`src/hw/rtl/lms_echo_canceller_unit_defines.svh`:
```
// assertion macros for the lms echo canceller
`ifndef LMS_ECHO_CANCELLER_UNIT_DEFINES_SVH
`define LMS_ECHO_CANCELLER_UNIT_DEFINES_SVH

// same-cycle implication
`define LEC_ASSERT_IMP(label, clk, rstn, pre, post, msg) \
    label: assert property (@(posedge clk) disable iff (!rstn) (pre) |-> (post)) \
        else $error(msg);

// next-cycle implication
`define LEC_ASSERT_NEXT(label, clk, rstn, pre, post, msg) \
    label: assert property (@(posedge clk) disable iff (!rstn) (pre) |=> (post)) \
        else $error(msg);

`endif

```
`src/hw/rtl/lec_pkg.sv`:
```
// shared constants for the lms echo canceller
`timescale 1ns / 1ps

package lec_pkg;

    localparam int TAPS       = 1024;
    localparam int HIST_DEPTH = 16384;
    localparam int SAMPLE_W   = 16;
    localparam int WEIGHT_W   = 24;
    localparam int SFRAC      = SAMPLE_W - 1;
    localparam int WFRAC      = WEIGHT_W - 4;
    localparam int STEP_W     = 16;
    localparam int UPD_SHIFT  = STEP_W + 2 * SFRAC - WFRAC;

    localparam int DELAY_W    = 14;
    localparam int LIMIT_W    = 23;
    localparam int CFG_DATA_W = 23;
    localparam int CFG_IDX_W  = 2;

    localparam int MUE_W      = STEP_W + SAMPLE_W + 1;
    localparam int PROD_W     = MUE_W + SAMPLE_W;
    localparam int ACC_W      = 64;
    localparam int DELTA_W    = PROD_W + 1 - UPD_SHIFT;
    localparam int MAX_LW     = (LIMIT_W > WEIGHT_W) ? LIMIT_W : WEIGHT_W;
    localparam int CLAMP_W    = ((MAX_LW > DELTA_W) ? MAX_LW : DELTA_W) + 2;

    localparam int TAP_AW     = $clog2(TAPS);
    localparam int TAP_CW     = $clog2(TAPS + 1);
    localparam int HIST_AW    = $clog2(HIST_DEPTH);

    localparam logic [CFG_IDX_W-1:0] REG_REF_DELAY    = CFG_IDX_W'(0);
    localparam logic [CFG_IDX_W-1:0] REG_STEP_SIZE    = CFG_IDX_W'(1);
    localparam logic [CFG_IDX_W-1:0] REG_WEIGHT_LIMIT = CFG_IDX_W'(2);

    localparam logic [DELAY_W-1:0] RESET_REF_DELAY    = '0;
    localparam logic [STEP_W-1:0]  RESET_STEP_SIZE    = STEP_W'(32768);
    localparam logic [LIMIT_W-1:0] RESET_WEIGHT_LIMIT = LIMIT_W'(5242880);

    localparam logic signed [ACC_W:0] ERR_HALF = (ACC_W + 1)'(1) << (WFRAC - 1);
    localparam logic signed [ACC_W:0] SMAX_EXT = (ACC_W + 1)'((1 << SFRAC) - 1);
    localparam logic signed [ACC_W:0] SMIN_EXT = -((ACC_W + 1)'(1) << SFRAC);
    localparam logic signed [SAMPLE_W-1:0] SMAX = SAMPLE_W'((1 << SFRAC) - 1);
    localparam logic signed [SAMPLE_W-1:0] SMIN = SAMPLE_W'(1) << SFRAC;

    localparam logic signed [PROD_W:0] UPD_HALF = (PROD_W + 1)'(1) << (UPD_SHIFT - 1);
    localparam logic signed [CLAMP_W-1:0] WMAX_C = (CLAMP_W'(1) << (WEIGHT_W - 1)) - 1'b1;

endpackage

```
`src/hw/rtl/lec_mul.sv`:
```
// shared signed multiplier with registered product
`timescale 1ns / 1ps

module lec_mul (
    input  logic                              clk,
    input  logic signed [lec_pkg::MUE_W-1:0]    a,
    input  logic signed [lec_pkg::SAMPLE_W-1:0] b,
    output logic signed [lec_pkg::PROD_W-1:0]   p
);

    logic signed [lec_pkg::PROD_W-1:0] p_reg;

    always_ff @(posedge clk)
    begin
        p_reg <= lec_pkg::PROD_W'(a) * lec_pkg::PROD_W'(b);
    end

    assign p = p_reg;

endmodule

```
`config.mk`:
```
export PLATFORM = sky130hd
export DESIGN_NAME = lec_mul
export DESIGN_NICKNAME = d
export VERILOG_FILES = /design/src/hw/rtl/lms_echo_canceller_unit_defines.svh /design/src/hw/rtl/lec_pkg.sv /design/src/hw/rtl/lec_mul.sv
export SDC_FILE = /design/constraint.sdc
export NUM_CORES = 1
export LEC_CHECK = 0
export ABC_AREA = 1
export BUFFER_PORTS_ARGS = -buffer_cell sky130_fd_sc_hd__buf_2
export CAP_MARGIN = 40
export CORE_ASPECT_RATIO = 0.5
export CORE_UTILIZATION = 65
export CTS_CLUSTER_DIAMETER = 60
export DETAILED_ROUTE_END_ITERATION = 16
export PLACE_DENSITY = 0.84
export RECOVER_POWER = 25
export SLEW_MARGIN = 20
export SYNTH_ARGS = -nofsm -noshare
export SYNTH_HDL_FRONTEND = slang
export SYNTH_SLANG_ARGS = --single-unit
export TNS_END_PERCENT = 100
```
`constraint.sdc`:
```
create_clock -name clk -period 9.45 [get_ports clk]
set_clock_uncertainty 0.05 [all_clocks]
set_input_delay 2.3625 -clock clk [delete_from_list [all_inputs] [get_ports clk]]
set_output_delay 2.3625 -clock clk [all_outputs]
set_load 0.005 [all_outputs]
```
Word-level counts from Yosys, hierarchy flattened:

Index checks and enable logic that the tools add are counted.

* register bits: 49
* output and inout port bits: 49

* multipliers: 1

Operators with widths (count)
* 33-bit by 16-bit multiplier with 49-bit output: 1

Depth between registers and ports, before layout:

Gate-level depths: netlist of run 1.

* depth after elaboration: 1
* mapped depth: 29

Worst setup path after synthesis of run 1:

No wires, ideal clock.

* kind: input to register
* start: in b[4] (netlist bit)
* end: reg p_reg (netlist bit p[46])
* arrival: 7.400 ns
* data required time: 9.287 ns
* path slack: 1.887 ns
* cell stages on the path: 20
* path through: clkbuf_1 -> clkbuf_1 -> nand2_1 -> fa_1 -> inv_1 -> fa_1 -> fa_1 -> fa_1 -> inv_1 -> fa_1 -> inv_1 -> fa_1 -> ha_1 -> nand2_1 -> nor3_1 -> nand2_1 -> nor2_1 -> nand2_1 -> nand4_1 -> nand2_1

* longest elaborated chain between the ends: 1

Ends and longest elaborated chain
* from (decl): line lec_mul.sv:7 `input logic signed [lec_pkg::SAMPLE_W-1:0] b,`
* 33-bit by 16-bit multiplier with 49-bit output: line lec_mul.sv:15 `p_reg <= lec_pkg::PROD_W'(a) * lec_pkg::PROD_W'(b);`
* to (signal assigned): line lec_mul.sv:15
* to (decl): line lec_mul.sv:11 `logic signed [lec_pkg::PROD_W-1:0] p_reg;`

No other way between the ends.

Worst setup path in the final report of run 1:

* start: in b[4] (netlist bit)
* end: reg p_reg (netlist bit p[45])

Same word-level chain as after synthesis.

==> results.py, run 1 <==
metrics = {
    "timing": {
        "whs_ns": 2.45,
        "setup_viol": 0,
        "slew_headroom_pct": -6.02,
        "max_freq_mhz": 121,
        "rsz0062_at_grt": "false",
        "tns_ns": 0,
        "fin_crit_sh_pct": 87.2,
        "post-route-min-period_ns": 8.24,
        "worst_slew_pin_slew_ns": 1.59,
        "hold_viol_final": 0,
        "maxSlewViolCount": 33,
    },
    "global_routing": {
        "grt_pass1_wl_mm": 92.4,
        "grt_max_degree": 35,
        "grt_usage_pct": 35.5,
        "grt_pass1_vias": 18361,
        "antenna_found_initial": 2,
        "overflow": 0,
    },
    "worst_setup_path": {
        "worst-setup-path-type": "in2reg",
        "cp-end-kind": "flip-flop",
        "worstSetupStartpointType": "primary input",
        "critPathRequiredTime_ns": 9.66,
        "worstPathArrival_ns": 8.45,
        "path_max_fanout": 33,
    },
    "layout": {
        "final_layout_size_suffix_gt1_share_pct": 5.73,
        "nets": 3581,
        "area_delta_synth_final_pct": 3.61,
        "largest_reg_flops": 49,
    },
    "synthesis": {
        "synth_area_sq_um": 21500,
        "synth_top_family_by_area": "adder cells",
        "syn-num-nets": 3592,
        "synthMuxAreaShare_pct": 0,
        "synth-simple-area-share_pct": 20.9,
        "avgSynthCellArea_sq_um": 7.34,
        "ys_warn_count": 0,
        "yosysUniqueCellTypes": 31,
        "synth-seq-cells": 49,
        "yosysSeqAreaShare_pct": 4.57,
        "synth_compound_area_share_pct": 0.927,
        "synth_xor_area_share_pct": 1.14,
        "synthAdderAreaFrac_pct": 53.4,
        "syn_inst": 2926,
    },
    "hold_path": {
        "hold_start": "a[0]",
        "whs_endpoint": "p[0]",
        "worstHoldPathCells": 3,
        "hp-class": "in2reg",
    },
    "floorplanning": {
        "core_area_sq_um": 32100,
        "initial_core_util_pct": 67.0,
        "die_h_um": 131,
        "die-area_sq_um": 33800,
        "die_w_um": 259,
        "io_pins": 99,
        "row_count": 46,
    },
    "clock_network": {
        "ctsHoldBuffers": 0,
        "root_buffer": "clkbuf_16",
        "post_cts.repair.setup_buffers": 0,
        "cts.clk_slew.worst_paths_ns": 0.08,
        "cts_resized": 0,
        "cts.sinks": 49,
        "cts_tree": "yes",
        "clockBufferDepth": 2,
        "h-tree-depth": 2,
        "cts_made_buffers": 5,
    },
    "flow_run": {
        "maxCapViolCount": 1,
    },
    "placed_design": {
        "place.gp.congestion": 1.04,
        "dp_hpwl_mm": 47.5,
        "io_buffers": 98,
    },
    "status": {
        "violations": "max-capacitance violations, max-slew violations",
        "status": "finished with violations",
    },
    "routing": {
        "drc_errors": 0,
        "routed_wl_mm": 55.9,
        "drt-vias-per-instance": 5.23,
        "drt_iter0_drc": 1781,
        "num_vias": 17534,
        "routedWlPerCell_um": 16.7,
        "drtPass1Iterations": 9,
        "final_antenna_net_count": 0,
    },
}
-- layout make-up --
type                            count  area (sq um)
Multi-Input combinational cell   1788         16400
Fill cell                        2645          9810
Inverter                          966          3630
Sequential cell                    49           981
Timing Repair Buffer              105           548
Tap cell                          432           541
Clock buffer                        5           125
Clock inverter                      3          26.3
Antenna cell                        2          5.00
-- logic make-up (layout without fill, tap and decap cells) --
logic type | Yosys count | after routing
simple gates | 1108 | 1108
buf+inv | 1089 | 1079
fa+ha+maj | 616 | 616
flops | 49 | 49
compound gates | 36 | 36
xor+xnor | 28 | 28
other cells | 0 | 2
-- how the worst max path moves through the flow --
stage,startpoint,to,slack (ns)
3_5_place_dp,b[4],p[47],1.02
5_1_grt,b[4],p[47],0.87
2_1_floorplan,b[4],p[46],1.89
6_report,b[4],p[45],1.21
4_1_cts,b[4],p[47],1.31
3_3_place_gp,b[4],p[47],1.09
-- per-stage QoR --
stage / setup WS, ns / area [sq um] / cells / utilization (%)
after global routing: 0.875 / 22200 / 3350 / 69.4
after CTS: 1.31 / 22200 / 3346 / 69.3
after global placement: 1.09 / 22100 / 3338 / 68.8
final: 1.21 / 22200 / 3350 / 69.4
after detailed placement: 1.02 / 22100 / 3338 / 68.8
after floorplan: 1.89 / 21500 / 2926 / -
-- cells in the mapped netlist --
cell type / number / share of area, %
nand2_4: 2 / 0.10
nor2_2: 19 / 0.55
a21o_1: 2 / 0.070
buf_6: 1 / 0.052
a21oi_2: 1 / 0.041
nand3b_1: 2 / 0.070
inv_1: 951 / 17
clkbuf_1: 121 / 2.1
ha_1: 116 / 6.8
nand3_2: 3 / 0.14
nand3_1: 54 / 1.3
a21oi_1: 27 / 0.63
or2_2: 6 / 0.17
xor2_1: 24 / 0.98
nor2_4: 3 / 0.16
nor3_1: 2 / 0.047
fa_1: 500 / 47
nand2_2: 17 / 0.50
nor2_1: 86 / 1.5
inv_2: 15 / 0.26
dfxtp_1: 49 / 4.6
o21bai_1: 4 / 0.14
nand3b_2: 1 / 0.052
nand4_1: 14 / 0.41
nor3_2: 7 / 0.33
nand2_1: 891 / 16
xnor2_1: 4 / 0.16
buf_1: 1 / 0.017
and2_1: 1 / 0.029
o21ai_1: 1 / 0.023
o21ai_0: 1 / 0.023
-- routing by layer --
metal  global-route usage (%)  share of wire, %  up-vias
met5                        0                 0        -
met4                     10.0               2.4        0
met3                     6.23                11      119
met2                     57.3                46      890
met1                     50.0                41     8581
li1                         -                 -     7944
-- critical path: stages --
cell and delay, ns:
buf_2 0.63, nand2_1 0.31, fa_1 0.61, inv_1 0.07, fa_1 0.80, fa_1 0.53, fa_1 0.57, fa_1 0.45
fa_1 0.46, ha_1 0.43, nand2_1 0.12, nor2_1 0.24, inv_1 0.11, nor3_2 0.20, nand2_1 0.12, nor2_1 0.10
nand2_1 0.11, nand3_1 0.11, nand2_1 0.05, nand2_1 0.05
-- cells in the final DEF, fill, tap and decap left out, types with 3 or more instances in the layout --
cell | netlist | layout
nand2_1 | 891 | 891
nor2_1 | 86 | 86
ha_1 | 116 | 116
nand2_2 | 17 | 17
nor2_2 | 19 | 19
nor2_4 | 3 | 3
or2_2 | 6 | 6
inv_2 | 15 | 15
o21bai_1 | 4 | 4
inv_1 | 951 | 951
fa_1 | 500 | 500
nor3_2 | 7 | 7
buf_2 | 0 | 79
buf_4 | 0 | 4
xnor2_1 | 4 | 4
clkbuf_1 | 121 | 19
nand3_2 | 3 | 3
xor2_1 | 24 | 24
nand3_1 | 54 | 54
clkbuf_16 | 0 | 5
dfxtp_1 | 49 | 49
a21oi_1 | 27 | 27
nand4_1 | 14 | 14
Power of run 1 is left out: the tool's default activity adds up to more than one toggle a clock period on the data nets, which glitch-free logic cannot reach.
==> run 2: changes to the inputs <==
--- a/config.mk
+++ b/config.mk
@@ -12,8 +12,10 @@
 export CORE_UTILIZATION = 65
 export CTS_CLUSTER_DIAMETER = 60
 export DETAILED_ROUTE_END_ITERATION = 16
+export GPL_TIMING_DRIVEN = 0
 export PLACE_DENSITY = 0.84
 export RECOVER_POWER = 25
+export SETUP_SLACK_MARGIN = 0.5
 export SLEW_MARGIN = 20
 export SYNTH_ARGS = -nofsm -noshare
 export SYNTH_HDL_FRONTEND = slang
==> run 2 against run 1 <==
Critical path depth increased by 2; critical endpoint is now p[35]; via count increased by 5.5%; the flow now finishes without violations; wire length increased by 22%; count of clock-buffer cells in the layout rose by 1.
==> results.py, run 2 (synthesized netlist as in run 1, its figures left out) <==
metrics = {
    "routing": {
        "routedWlPerCell_um": 19.8,
        "wl_met2_mm": 28.6,
        "highest_layer": "met4",
        "drc_errors": 0,
        "routed_wl_mm": 68.2,
        "drtPass1Iterations": 6,
        "drt-met1-wl_mm": 25.6,
        "wl_met3_mm": 11.4,
        "drt-vias-per-instance": 5.38,
        "drt_iter0_drc": 2203,
        "final_antenna_net_count": 0,
        "num_vias": 18490,
    },
    "clock_network": {
        "cts_made_buffers": 5,
        "cts.sinks": 49,
        "cts.clk_slew.worst_paths_ns": 0.07,
        "cts_tree": "yes",
        "h-tree-depth": 2,
        "clockBufferDepth": 2,
        "root_buffer": "clkbuf_16",
        "post_cts.repair.setup_buffers": 0,
        "ctsHoldBuffers": 0,
    },
    "floorplanning": {
        "io_pins": 99,
        "initial_core_util_pct": 67.0,
        "row_count": 46,
        "core_area_sq_um": 32100,
        "die-area_sq_um": 33800,
        "die_w_um": 259,
        "die_h_um": 131,
    },
    "layout": {
        "regArea_sq_um": 981,
        "final_layout_size_suffix_gt1_share_pct": 4.36,
        "largest_reg_flops": 49,
        "multi_input_area_sq_um": 16400,
        "layout_commonest_cell": "inv_1",
        "nets": 3668,
        "final.fill_count": 2656,
        "final_cell_mix": "951 x inv_1, 891 x nand2_1, 500 x fa_1, 142 x clkbuf_1, 116 x ha_1",
        "area_delta_synth_final_pct": 5.23,
    },
    "global_routing": {
        "grt_max_degree": 16,
        "grt_pass1_vias": 18820,
        "antenna_found_initial": 0,
        "grt_usage_pct": 42.4,
        "grt_pass1_wl_mm": 105,
        "overflow": 0,
    },
    "timing": {
        "worst_slew_pin_slew_ns": 0.998,
        "fin_crit_sh_pct": 91.7,
        "tns_ns": 0,
        "post-route-min-period_ns": 8.66,
        "max_freq_mhz": 115,
        "slew_headroom_pct": 33.5,
        "maxSlewViolCount": 0,
        "rsz0062_at_grt": "false",
        "hold_viol_final": 0,
        "setup_viol": 0,
    },
    "worst_setup_path": {
        "worstSetupStartpointType": "primary input",
        "cp-endpoint": "p[35]",
        "cp-end-kind": "flip-flop",
        "cp-startpoint": "b[9]",
        "path_max_fanout": 10,
        "critPathRequiredTime_ns": 9.59,
        "worst-setup-path-type": "in2reg",
        "worstPathArrival_ns": 8.80,
    },
    "placed_design": {
        "io_buffers": 57,
        "place.gp.congestion": 1.05,
        "dp_hpwl_mm": 58.0,
    },
    "hold_path": {
        "hp-class": "in2reg",
    },
    "flow_run": {
        "maxCapViolCount": 0,
    },
    "status": {
        "status": "finished, final reports clean",
    },
}
==> run 2: cell types whose count changed in the layout (fill, tap and decap cells not counted) <==
cell / change
inv_8: -1
buf_8: +2
clkbuf_2: +1
buf_6: +11
buf_4: -4
bufinv_16: +1
clkinvlp_4: -1
buf_16: -1
buf_12: -1
buf_2: -44
clkbuf_8: +1
clkbuf_1: +123
==> run 2: stage by stage <==
step | setup slack, ns | cells | utilization [%] | area [sq um] | hold slack [ns]
after floorplan | 1.89 | 2926 | - | 21500 | 2.41
after global placement | 0.549 | 3415 | 69.5 | 22300 | 2.66
after global routing | 0.590 | 3435 | 70.5 | 22600 | 2.37
after detailed placement | 0.501 | 3419 | 69.7 | 22300 | 2.68
after CTS | 0.765 | 3427 | 70.3 | 22500 | 2.36
final | 0.788 | 3437 | 70.5 | 22600 | 2.37
==> run 2: worst min-delay path by stage <==
stage | start | endpoint | slack, ns | cells past startpoint
after global routing | a[0] | p[0] | 2.37 | 3
after CTS | a[0] | p[0] | 2.36 | 3
after detailed placement | a[0] | p[0] | 2.68 | 3
final | a[0] | p[0] | 2.37 | 3
after floorplan | a[0] | p[0] | 2.41 | 2
after global placement | a[0] | p[0] | 2.66 | 3
==> run 2: area by class of cell <==
| cell class | instances | share of cell area, % |
|---|---|---|
| Buffer | 123 | 2.08 |
| Clock inverter | 2 | 0.166 |
| Multi-Input combinational cell | 1788 | 72.6 |
| Inverter | 966 | 16.1 |
| Clock buffer | 6 | 0.615 |
| Tap cell | 432 | 2.39 |
| Timing Repair Buffer | 69 | 1.77 |
| Sequential cell | 49 | 4.34 |
| Antenna cell | 2 | 0.0222 |
==> run 2: what timing repair did <==
action / 4_1_cts / 5_1_grt
hold endpoints to repair: 0 / 0
gates resized for setup: 0 / 2
setup endpoints to repair: 0 / 2
==> run 2: layer usage <==
metal | up-vias | GRT usage, %
met3 | 239 | 17.2
met1 | 8902 | 56.4
met5 | - | 0
met4 | 0 | 16.0
met2 | 1221 | 62.7
li1 | 8128 | -
==> run 2: worst max-delay path: stages <==
cell,delay (ns)
clkbuf_1,0.56
clkbuf_1,0.81
nand2_1,0.16
fa_1,0.52
inv_1,0.06
fa_1,0.50
inv_1,0.05
fa_1,0.52
inv_1,0.05
fa_1,0.47
fa_1,0.50
inv_1,0.06
fa_1,0.56
inv_1,0.08
ha_1,0.47
nand2_1,0.18
nor2_1,0.25
nand2_1,0.14
a21oi_1,0.23
o21ai_1,0.11
nand3_1,0.09
nand2_1,0.06
Power of run 2 is left out for the same reason.
